==> src/hdl/lsa_pkg.sv <==
// Shared types and constants for the lease slot allocator.
// Used by lsa_cell and the top level; no dependencies of its own.
`default_nettype none

package lsa_pkg;

  localparam int MAX_SLOTS = 16;
  localparam int IDX_W     = (MAX_SLOTS > 1) ? $clog2(MAX_SLOTS) : 1;
  localparam int CNT_W     = ($clog2(MAX_SLOTS + 1) > 5) ? $clog2(MAX_SLOTS + 1) : 5;
  localparam int ID_W      = 64;

  typedef logic [IDX_W-1:0] idx_t;
  typedef logic [CNT_W-1:0] cnt_t;
  typedef logic [ID_W-1:0]  id_t;

  typedef enum logic [1:0] {
    OP_SCAN  = 2'd0,
    OP_CLEAR = 2'd1,
    OP_WRITE = 2'd2
  } op_t;

  // Query word handed from cell to cell along the slot row
  typedef struct packed {
    logic valid;
    op_t  op;
    id_t  key;
    idx_t target;
    logic hit;
    idx_t hit_idx;
    logic free;
    idx_t free_idx;
  } token_t;

endpackage

`default_nettype wire

==> src/hdl/lsa_cell.sv <==
// One lease slot of the allocator row: holds one id and updates the passing query.
// Depends on lsa_pkg.
`default_nettype none

module lsa_cell
  import lsa_pkg::*;
(
  input  wire logic   clk,
  input  wire logic   rst,
  input  wire idx_t   cell_idx,
  input  wire cnt_t   lim,
  input  wire token_t tok_in,
  output token_t      tok_out
);

  id_t    entry;
  token_t tok_next;
  logic   clr;
  logic   wr;
  logic   active;

  assign active = (CNT_W'(cell_idx) < lim);

  always_comb begin
    tok_next = tok_in;
    clr      = 1'b0;
    wr       = 1'b0;
    if (tok_in.valid) begin
      case (tok_in.op) inside
        OP_SCAN, OP_CLEAR: begin
          if (active && entry == tok_in.key && !tok_in.hit) begin
            tok_next.hit     = 1'b1;
            tok_next.hit_idx = cell_idx;
            clr              = (tok_in.op == OP_CLEAR);
          end
          if (active && entry == '0 && !tok_in.free) begin
            tok_next.free     = 1'b1;
            tok_next.free_idx = cell_idx;
          end
        end
        OP_WRITE: begin
          wr = (tok_in.target == cell_idx);
        end
        default: begin
        end
      endcase
    end
  end

  always_ff @(posedge clk) begin
    if (rst) begin
      entry         <= '0;
      tok_out       <= '0;
    end else begin
      tok_out <= tok_next;
      if (clr) begin
        entry <= '0;
      end else if (wr) begin
        entry <= tok_in.key;
      end
    end
  end

endmodule

`default_nettype wire

==> config.mk <==
export PLATFORM = sky130hd
export DESIGN_NAME = lsa_cell
export DESIGN_NICKNAME = d
export VERILOG_FILES = /design/src/hdl/lsa_pkg.sv /design/src/hdl/lsa_cell.sv
export SDC_FILE = /design/constraint.sdc
export NUM_CORES = 1
export LEC_CHECK = 0
export BUFFER_PORTS_ARGS = -buffer_cell sky130_fd_sc_hd__buf_4
export CORE_ASPECT_RATIO = 0.5
export CORE_MARGIN = 1.5
export CORE_UTILIZATION = 35
export CTS_CLUSTER_DIAMETER = 150
export DETAILED_ROUTE_END_ITERATION = 10
export PLACE_DENSITY = 0.59
export SYNTH_ARGS = -nofsm -noshare
export SYNTH_HDL_FRONTEND = slang
export SYNTH_SLANG_ARGS = --single-unit
==> constraint.sdc <==
create_clock -name clk -period 5 [get_ports clk]
set_clock_uncertainty 0.1 [all_clocks]
set_input_delay 0.5 -clock clk [delete_from_list [all_inputs] [get_ports clk]]
set_output_delay 0.5 -clock clk [all_outputs]
set_load 0.005 [all_outputs]
; ---- Word-level counts from Yosys, hierarchy flattened
; Index checks and enable logic that the tools add are counted.
[op_classes]
n_eq_ne = 4
order_cmp = 1
reduce_logical = 10
mux = 10
[op_table]
columns = operator, n
row1 = $eq A64 B64 Y1, 1
row2 = $logic_not A64 Y1, 1
row3 = $mux W10, 2
row4 = $mux W5, 2
row5 = $mux W1, 6
row6 = $lt A4 B5 Y1, 1
row7 = $eq A4 B4 Y1, 1
row8 = $logic_and A1 B1 Y1, 4
row9 = $reduce_or A2 Y1, 2
row10 = $eq A2 B1 Y1 const B, 1
row11 = $eq A2 B2 Y1 const B, 1
row12 = $logic_not A1 Y1, 2
row13 = $logic_not A2 Y1, 1
[word_totals]
inputBits = 92
reg_bits = 145
word_cells = 34

; ---- Depth between registers and ports, before layout
; Gate-level depths: netlist of run 1.
[logic_depth]
word_depth = 7
mapped_depth = 8

; ---- Worst setup path before layout of run 1
; Ideal clock, no wire load.
[synth_path]
path_type = input -> register
start = input tok_in[55] (netlist bit)
end = register entry[53]
cell_stages = 8
n_path_buf = 2
required_time_ns = 4.785
setup_time_ns = 0.115
path_slack_ns = 2.476
arrival_ns = 2.309
cell_sequence = xor2_1 -> nor4_1 -> nand4_1 -> or2_1 -> buf_6 -> o41ai_4 -> buf_6 -> nor2_2
[synth_via]
elab_chain_cells = 7
[synth_lines]
columns = element, line_no
row1 = "start, declared", lsa_cell.sv:12  ; input wire token_t tok_in,
row2 = $eq A64 B64 Y1, lsa_cell.sv:31  ; if (active && entry == tok_in.key && !tok_in.hit) begin
row3 = $logic_and A1 B1 Y1 (2 in a row), lsa_cell.sv:31
row4 = $mux W1, lsa_cell.sv:31
row5 = $mux W1, lsa_cell.sv:29  ; case (tok_in.op) inside
row6 = $mux W1, lsa_cell.sv:28  ; if (tok_in.valid) begin
row7 = $reduce_or A2 Y1 (no source line), -
row8 = "end signal, assigned", lsa_cell.sv:59  ; entry <= tok_in.key;
row9 = "end, declared", lsa_cell.sv:16  ; id_t entry;
; No other way between the ends.
; A chain may end at the register's enable or synchronous reset.

; ---- Worst setup path in the final report of run 1
[layout_path]
start = register entry[49]
end = register entry[33]
[layout_via]
elab_chain_cells = 7
[layout_lines]
columns = element, line_no
row1 = $eq A64 B64 Y1, lsa_cell.sv:31
row2 = $logic_and A1 B1 Y1 (2 in a row), lsa_cell.sv:31
row3 = $mux W1, lsa_cell.sv:31
row4 = $mux W1, lsa_cell.sv:29
row5 = $mux W1, lsa_cell.sv:28
row6 = $reduce_or A2 Y1 (no source line), -
; No other way between the ends.

==> results of run 1 <==
==> through the flow <==
step	area, sq um	hold WS, ns	setup slack [ns]	cells	total power [W]
2_1_floorplan	5714	0.4073	2.476	528	0.001331
3_3_place_gp	7173	0.4235	1.910	900	0.001491
3_5_place_dp	7173	0.4354	1.911	900	0.001492
4_1_cts	7814	0.1972	2.132	931	0.002899
5_1_grt	7814	0.2016	1.973	931	0.002979
6_report	7814	0.2130	2.114	931	0.002861
==> synthesized netlist by cell type, drive strengths merged, types with 5 or more instances <==
library cell  count
inv               5
xor2             65
nor2             68
o2111ai           5
a21oi             7
nor4             34
dfxtp           145
o41ai             5
clkbuf           11
buf              13
nand4             9
nor2b            72
mux2i            68
==> layout make-up <==
| cell class | count | area, sq um | share of cell area |
|---|---|---|---|
| Clock buffer | 19 | 432.9 | 0.05540 |
| Clock inverter | 12 | 207.7 | 0.02658 |
| Inverter | 5 | 18.77 | 0.002402 |
| Multi-Input combinational cell | 354 | 2649 | 0.3390 |
| Sequential cell | 145 | 2903 | 0.3715 |
| Tap cell | 221 | 276.5 | 0.03539 |
| Timing Repair Buffer | 175 | 1326 | 0.1697 |
==> layer usage <==
layer	routed length [um]	up-vias	share of wire
li1	-	2127	-
met1	7305	1991	0.49
met2	6462	118	0.43
met3	1086	8	0.073
met4	84	0	0.0056
met5	0	-	0
==> critical path: cells and delay by family, from the launching register on <==
kind	cells	cell delay [ns]
AO/OA/AOI/OAI	1	0.43
XOR/XNOR	1	0.21
buffers and inverters	1	0.37
flip-flops	1	0.34
AND/OR/NAND/NOR	4	1.23
==> cell families (layout without fill, tap and decap cells) <==
family | after synthesis | count (layout)
buffers and inverters | 29 | 211
adders and majority gates | 3 | 3
DFF | 145 | 145
and+or+nand+nor | 194 | 194
xor gates and xnor gates | 68 | 68
AOI/OAI and AO/OA | 21 | 21
muxes | 68 | 68
==> layout by cell type, fill, tap and decap left out, types with 3 or more instances in the layout <==
master / n
sky130_fd_sc_hd__a21oi_1: 7
sky130_fd_sc_hd__buf_4: 174
sky130_fd_sc_hd__bufinv_16: 5
sky130_fd_sc_hd__clkbuf_16: 17
sky130_fd_sc_hd__clkinvlp_4: 3
sky130_fd_sc_hd__dfxtp_1: 145
sky130_fd_sc_hd__ha_1: 3
sky130_fd_sc_hd__inv_1: 5
sky130_fd_sc_hd__mux2i_1: 68
sky130_fd_sc_hd__nand2b_1: 4
sky130_fd_sc_hd__nand4_1: 9
sky130_fd_sc_hd__nor2_1: 18
sky130_fd_sc_hd__nor2_2: 50
sky130_fd_sc_hd__nor2b_1: 72
sky130_fd_sc_hd__nor4_1: 34
sky130_fd_sc_hd__o2111ai_1: 5
sky130_fd_sc_hd__o41ai_1: 4
sky130_fd_sc_hd__xnor2_1: 3
sky130_fd_sc_hd__xor2_1: 65
==> sequential cells by signal, summed over array words and instances, names as in the netlist <==
register	flops
entry	64
tok_out	81
==> where the power goes <==
group          total, W  switching [W]  internal (W)
clock           0.00140       0.000509      0.000888
sequential      0.00121      0.0000117       0.00119
combinational  0.000259       0.000124      0.000135
total           0.00286       0.000645       0.00222
==> worst paths after layout <==
check,startpoint,endpoint,slack (ns),cells after the start
worst min-delay path,tok_in[12],tok_out[12],0.21,2
worst min register to register,entry[36],entry[36],0.44,2
worst max register to register,entry[49],entry[33],2.11,7
worst max-delay path,entry[49],entry[33],2.11,7
==> results.toml, run 1 <==
[run_status]
run_status = "complete, no violations"

[drt]
totalWireLength_um = 14940
drt.antenna.violating_nets = 0
routed_wire_length_per_instance_um = 16.05
viasPerCell = 4.559
route.vias.total = 4244
first_iter_violations = 230
drcViolationCount = 0
detail_route.first_pass.iterations = 5

[global_routing]
grt_start_max_net_pins = 82
grt_pass1_wl_um = 22060
grt_antenna_before_repair = 0
global_route.usage.met3 = 0.05530
grt_most_used_layer = "met2"
grt_util_met1 = 0.2430
via_count_of_the_first_global_routing_pass = 4012
grt.overflow.total = 0
total_routing_usage_gr = 0.1745
use_met2 = 0.2623

[critical_path]
critPathLaunchType = "flip-flop"
crit_type = "flip-flop to flip-flop"
crit_arrival_ns = 3.07
worst_setup_ep_type = "flip-flop"
path_cells = "xor2_1 > nor4_1 > nand4_1 > or2_1 > o41ai_4 > buf_12 > nor2_1"
cp_slowest_cell = "sky130_fd_sc_hd__nor4_1"
cp_max_fo = 64
slowest_delay_ns = 0.50
critical_path_required_ns = 5.19

[clocking]
cts_num_sinks = 145
cts-hold-fix-buffers = 0
cts_resized = 0
post_cts_repair_timing_setup_buffer_count = 0
worst_setup_hold_path_clk_slew_ns = 0.06
cts.root.buffer_cell = "sky130_fd_sc_hd__clkbuf_16"
cts_tree = "built"
worst_skew_pair.late_latency_ns = 0.42
htreeDepth = 4
numCtsBuffers = 17
cts-root-to-sink-buffers = 2

[sta]
timing.setup.tns_ns = 0
slew_violations = 0
fmax_ghz = 0.3465
rsz0062_at_grt = "false"
worst_pin_slew_ns = 0.8503
min_period_ns = 2.886
timing.final.setup_violations = 0
layout_worst_path_cycle_share = 0.5773
timing.final.hold_violations = 0
slew_headroom = 0.4279

[yosys]
synth.distinct_cells = 28
synth_area_leader = "sky130_fd_sc_hd__dfxtp_1"
yosysSeqAreaShare = 0.5080
synth_compound_area_frac = 0.02956
synth_mux_area_frac = 0.1191
syn_inst = 528
synth_async_sr_flop_share = 0
combinational_family_with_the_most_area_after_synthesis = "simple AND/OR/NAND/NOR gates"
yosys.area.top_type_share = 0.5080
number_of_enable_type_register_cells_in_the_synthesized_netlist = 0
yosys_warnings = 0
synth_simple_gate_area_share = 0.2041
ys_top_cells_by_area = "sky130_fd_sc_hd__dfxtp_1 (51%), sky130_fd_sc_hd__mux2i_1 (12%), sky130_fd_sc_hd__xor2_1 (10%)"
post_synth_xor_area_fraction = 0.1042
postSynthRegisterBits = 145
dominantRegCellSynth = "sky130_fd_sc_hd__dfxtp_1"
postSynthNetCount = 623
synth.avg_cell_area_sq_um = 10.82
syn_area_sq_um = 5714
synth_fa_ha_area_frac = 0.006569

[die]
initial_utilization = 0.3641
fp-row-count = 32
ioPinCount = 173
die-height_um = 93.35
floorplan.die.width_um = 183.7
coreArea_sq_um = 15700
fp.dieArea_sq_um = 17150

[power_and_ir_drop]
power-per-cell-area_nw_per_um2 = 366.2
static-leakage-power_nw = 3.901
peakVddDrop_uv = 245.6

[finish]
n_antenna_cell = 0
layout.core_utilization = 0.4978
nFillCells = 1505
layout-area-overhead-vs-synth_pct = 36.74
final_layout_size_suffix_gt1_frac = 0.3592
finish.net_count = 793

[placement]
detailed_place_hpwl_um = 10950
gp_routability_congestion = 0.8005
buffer_ports.inserted = 172

[min_path]
hold_path_class = "input port to flip-flop"

[job]
drv_cap = 0
(Power assumes the default switching activity.)
==> inputs of run 2 (changes only) <==
--- a/config.mk
+++ b/config.mk
@@ -11,7 +11,7 @@
 export CORE_UTILIZATION = 35
 export CTS_CLUSTER_DIAMETER = 150
 export DETAILED_ROUTE_END_ITERATION = 10
-export PLACE_DENSITY = 0.59
+export PLACE_DENSITY = 0.61
 export SYNTH_ARGS = -nofsm -noshare
 export SYNTH_HDL_FRONTEND = slang
 export SYNTH_SLANG_ARGS = --single-unit
==> constraint.sdc (replaced) <==
create_clock -name clk -period 2.33 [get_ports clk]
set_clock_uncertainty 0.1 [all_clocks]
set_input_delay 0.233 -clock clk [delete_from_list [all_inputs] [get_ports clk]]
set_output_delay 0.233 -clock clk [all_outputs]
set_load 0.005 [all_outputs]
==> results.toml, run 2 (same netlist as run 1, synthesis figures left out) <==
[min_path]
hold_path_class = "input port to flip-flop"
worstHoldStart = "tok_in[24]"

[critical_path]
critical_path.startpoint = "tok_in[29]"
reg2reg_from = "entry[58]"
worst_setup_ep_type = "flip-flop"
crit_arrival_ns = 2.56
critPathLaunchType = "input port"
crit_type = "input port to flip-flop"
critical_path_required_ns = 2.54
cp_max_fo = 16

[drt]
totalWireLength_um = 17310
first_iter_violations = 249
routed_wire_length_per_instance_um = 16.72
drt.antenna.violating_nets = 0
route.vias.total = 4752
drcViolationCount = 0
viasPerCell = 4.591
detail_route.first_pass.iterations = 4

[placement]
place_area_sq_um = 7392
buffer_ports.inserted = 172
detailed_place_hpwl_um = 11330
gp_routability_congestion = 0.7963

[finish]
regArea_sq_um = 2914
layout.core_utilization = 0.5793
layout.cell_area.non_filler_sq_um = 9092
final_layout_size_suffix_gt1_frac = 0.3870
max_flop_register = "tok_out"
layout.cells.most_common = "sky130_fd_sc_hd__buf_4"
largest_register_ff_count = 81
nFillCells = 1367
multiInputGateArea_sq_um = 2942
n_antenna_cell = 0
largestRegisters = "tok_out: 81 flops, entry: 64 flops"
mostFrequentLayoutCells = "sky130_fd_sc_hd__buf_4 (186), sky130_fd_sc_hd__dfxtp_1 (138), sky130_fd_sc_hd__dlygate4sd3_1 (82)"
layout-area-overhead-vs-synth_pct = 59.12
finish.net_count = 896

[global_routing]
total_routing_usage_gr = 0.2010
grt.overflow.total = 0
grt_pass1_wl_um = 25700
grt_start_max_net_pins = 81
via_count_of_the_first_global_routing_pass = 4770
grt_antenna_before_repair = 0

[clocking]
cts_tree = "built"
numCtsBuffers = 17
cts.root.buffer_cell = "sky130_fd_sc_hd__clkbuf_16"
htreeDepth = 4
worst_skew_pair.late_latency_ns = 0.42
cts-root-to-sink-buffers = 2
cts_num_sinks = 145
worst_setup_hold_path_clk_slew_ns = 0.06

[die]
floorplan.die.width_um = 183.7
initial_utilization = 0.3641
fp-row-count = 32
fp.dieArea_sq_um = 17150
ioPinCount = 173
coreArea_sq_um = 15700
die-height_um = 93.35

[sta]
slew_headroom = 0.4225
slew_violations = 0
timing.final.setup_violations = 32
layout_worst_path_cycle_share = 1.009
min_period_ns = 2.351
fmax_ghz = 0.4254
holdWs_ns = 0.01534
worst_pin_slew_ns = 0.8663
timing.setup.tns_ns = -0.2640
fin_ws_ns = -0.02060
timing.final.hold_violations = 0
rsz0062_at_grt = "true"

[run_status]
run_status = "finished with violations"
failed_checks = "negative setup slack"

[power_and_ir_drop]
power-per-cell-area_nw_per_um2 = 657.6
static-leakage-power_nw = 4.441
proportion_of_power_drawn_by_the_clock_network = 0.442
seq_power_share = 0.433
peakVddDrop_uv = 543.7
power.combinational.fraction = 0.126
power_w = 0.005980
power.net_switching_w = 0.001508
switching_part_of_the_total_power = 0.2522
cell_int_power_w = 0.004472

[job]
drv_cap = 0
run 2: cell types whose count changed in the layout (fill, tap and decap cells not counted), moves of 4 or more:
cell,change
sky130_fd_sc_hd__dfxtp_2,+6
sky130_fd_sc_hd__xor2_2,+5
sky130_fd_sc_hd__bufinv_16,-4
sky130_fd_sc_hd__nor4_2,+11
sky130_fd_sc_hd__dlygate4sd3_1,+82
sky130_fd_sc_hd__buf_4,+12
sky130_fd_sc_hd__nor4_1,-14
sky130_fd_sc_hd__buf_12,+4
sky130_fd_sc_hd__dfxtp_1,-7
sky130_fd_sc_hd__xor2_1,-6
sky130_fd_sc_hd__o41ai_1,-4
run 2: per-layer routing:
layer	up-vias	GRT usage	wire length, um
met4	0	0.05328	85
met3	6	0.04751	1002
li1	2324	-	-
met1	2284	0.2715	8176
met2	138	0.3223	8045
met5	-	0	0
run 2: power groups by stage:
stage | registers (W) | clock network, W | logic (W)
2_1_floorplan | 0.00265 | 0 | 0.000206
3_3_place_gp | 0.00264 | 0 | 0.000589
3_5_place_dp | 0.00264 | 0 | 0.000592
4_1_cts | 0.00259 | 0.00271 | 0.000726
5_1_grt | 0.00259 | 0.00281 | 0.000807
6_report | 0.00259 | 0.00264 | 0.000752
run 2: path summary, 6_finish.rpt:
| path | cells past startpoint | slack (ns) | to |
|---|---|---|---|
| max | 10 | -0.02 | entry[2] |
| min | 3 | 0.02 | entry[10] |
| max reg2reg | 9 | 0.01 | entry[2] |
| min reg2reg | 2 | 0.43 | entry[56] |
run 2: critical path, cell delays in order:
cell and delay (ns):
sky130_fd_sc_hd__dlygate4sd3_1 0.54, sky130_fd_sc_hd__buf_4 0.16, sky130_fd_sc_hd__xor2_2 0.17, sky130_fd_sc_hd__nor4_2 0.29, sky130_fd_sc_hd__nand4_1 0.20, sky130_fd_sc_hd__or2_4 0.32, sky130_fd_sc_hd__o41ai_4 0.22, sky130_fd_sc_hd__buf_4 0.21
sky130_fd_sc_hd__buf_12 0.16, sky130_fd_sc_hd__nor2_1 0.06
run 2: area by class of cell:
class / count / area share
multi-input combinational: 354 / 0.3235
sequential: 145 / 0.3205
timing repair buffer: 278 / 0.2617
clock buffer: 19 / 0.04761
tap: 221 / 0.03041
clock inverter: 13 / 0.01417
inverter: 5 / 0.002064
run 2: per-stage QoR:
| stage | cells | worst slack (ns) |
|---|---|---|
| after floorplan | 528 | -0.004134 |
| after global placement | 922 | -0.1101 |
| after detailed placement | 922 | -0.1171 |
| after CTS | 1039 | 0.003527 |
| after global routing | 1035 | -0.1174 |
| final | 1035 | -0.02060 |
run 2: repair_timing:
action	CTS	global route
buffers inserted	1	1
setup endpoints to repair	72	72
endpoints found under the hold margin	138	0
hold buffers	84	0
pin swaps	4	14
resized for setup	10	44
==> inputs of run 3 (changes only) <==
--- a/config.mk
+++ b/config.mk
@@ -15,3 +15,4 @@
 export SYNTH_ARGS = -nofsm -noshare
 export SYNTH_HDL_FRONTEND = slang
 export SYNTH_SLANG_ARGS = --single-unit
+export TNS_END_PERCENT = 1
==> results.toml, run 3 (same netlist as run 1, synthesis figures left out) <==
[finish]
max_flop_register = "tok_out"
regArea_sq_um = 2908
nFillCells = 1358
n_antenna_cell = 0
final_cells = 1055
layout.cells.most_common = "sky130_fd_sc_hd__buf_4"
largest_register_ff_count = 81
largestRegisters = "tok_out: 81 flops, entry: 64 flops"
final_layout_size_suffix_gt1_frac = 0.3957
mostFrequentLayoutCells = "sky130_fd_sc_hd__buf_4 (213), sky130_fd_sc_hd__dfxtp_1 (141), sky130_fd_sc_hd__dlygate4sd3_1 (75)"
multiInputGateArea_sq_um = 2809
finish.net_count = 917
layout-area-overhead-vs-synth_pct = 60.15

[global_routing]
via_count_of_the_first_global_routing_pass = 4797
grt_start_max_net_pins = 56
grt_pass1_wl_um = 25690
total_routing_usage_gr = 0.2022
grt_antenna_before_repair = 0
grt.overflow.total = 0

[power_and_ir_drop]
static-leakage-power_nw = 4.521
power-per-cell-area_nw_per_um2 = 666.7
peakVddDrop_uv = 494.8

[critical_path]
reg2reg_from = "entry[51]"
crit_type = "input port to flip-flop"
crit_arrival_ns = 2.58
path_cells = "dlygate4sd3_1 > buf_4 > xor2_1 > nor4_1 > nand4_1 > or2_4 > o41ai_4 > buf_4 > buf_12 > nor2_1"
slowest_delay_ns = 0.53
critical_path_required_ns = 2.55
reg2reg_setup_slack_ns = -0.01
critical_path.startpoint = "tok_in[50]"
critPathLaunchType = "input port"
worst_setup_ep_type = "flip-flop"
cp_slowest_cell = "sky130_fd_sc_hd__dlygate4sd3_1"
cp_max_fo = 17
critical-path-top-cell-by-count = "sky130_fd_sc_hd__buf_4"

[sta]
layout_worst_path_cycle_share = 1.015
timing.final.hold_violations = 0
timing.final.setup_violations = 45
slew_headroom = 0.6168
fmax_ghz = 0.4230
fin_ws_ns = -0.03416
min_period_ns = 2.364
timing.setup.tns_ns = -0.5635
worst_pin_slew_ns = 0.5748
slew_violations = 0
rsz0062_at_grt = "true"

[job]
drv_cap = 0

[die]
floorplan.die.width_um = 183.7
coreArea_sq_um = 15700
initial_utilization = 0.3641
fp.dieArea_sq_um = 17150
die-height_um = 93.35
ioPinCount = 173
fp-row-count = 32

[drt]
viasPerCell = 4.536
detail_route.first_pass.iterations = 4
totalWireLength_um = 17100
drt.antenna.violating_nets = 0
drcViolationCount = 0
first_iter_violations = 200
route.vias.total = 4785
routed_wire_length_per_instance_um = 16.21

[clocking]
htreeDepth = 4
worst_skew_pair.late_latency_ns = 0.42
numCtsBuffers = 17
cts.root.buffer_cell = "sky130_fd_sc_hd__clkbuf_16"
cts_tree = "built"
cts-root-to-sink-buffers = 2
worst_setup_hold_path_clk_slew_ns = 0.06
cts_num_sinks = 145

[min_path]
hold_path_class = "input port to flip-flop"
worstHoldStart = "tok_in[63]"

[placement]
detailed_place_hpwl_um = 11910
buffer_ports.inserted = 172
gp_routability_congestion = 0.7917
placed_instance_count = 947

[run_status]
failed_checks = "negative setup slack"
run_status = "finished with violations"
[run 3: layer usage]
| layer | global-route usage | part of all wire |
|---|---|---|
| met4 | 0.05260 | 0.0080 |
| met5 | 0 | 0 |
| met1 | 0.2750 | 0.49 |
| met2 | 0.3172 | 0.45 |
| met3 | 0.05374 | 0.051 |
[run 3: cell type report]
type / instances / area share
clock inverter: 12 / 0.01764
clock buffer: 19 / 0.04731
inverter: 5 / 0.002051
timing repair buffer: 299 / 0.2781
tap: 221 / 0.03022
multi-input combinational: 354 / 0.3069
sequential: 145 / 0.3177
[run 3: worst max-delay path, delay by kind of cell]
kind	cells	cell delay, ns
buf+inv	4	1.06
simple gates	4	0.77
compound gates	1	0.36
xor+xnor	1	0.15
[run 3: final timing paths]
path	endpoint	cells past startpoint
min reg2reg	entry[35]	2
max reg2reg	entry[42]	8
max	entry[42]	10
min	tok_out[63]	2
[run 3: timing repair]
| action | in CTS | in global routing |
|---|---|---|
| gates resized for setup | 6 | 25 |
| endpoints found under the hold margin | 124 | 0 |
| buffers inserted | 0 | 1 |
| setup endpoints to repair | 65 | 72 |
| hold buffers | 76 | 0 |
| pin swaps | 2 | 7 |
[run 3: report_power, final]
group          total [W]  internal, W  switching, W
sequential       0.00259      0.00256     0.0000261
combinational   0.000735     0.000421      0.000314
clock            0.00278      0.00168       0.00109
[run 3: stage by stage]
step | setup slack (ns) | hold slack, ns | power [W] | cell area, sq um | util
2_1_floorplan | -0.004134 | 0.2570 | 0.002857 | 5720 | -
3_3_place_gp | -0.1158 | 0.3701 | 0.003246 | 7617 | 0.4853
3_5_place_dp | -0.1103 | 0.3689 | 0.003251 | 7617 | 0.4853
4_1_cts | 0.001644 | 0.001359 | 0.006137 | 9000 | 0.5734
5_1_grt | -0.09060 | 0.01171 | 0.006342 | 9151 | 0.5831
6_report | -0.03416 | 0.002199 | 0.006102 | 9151 | 0.5831
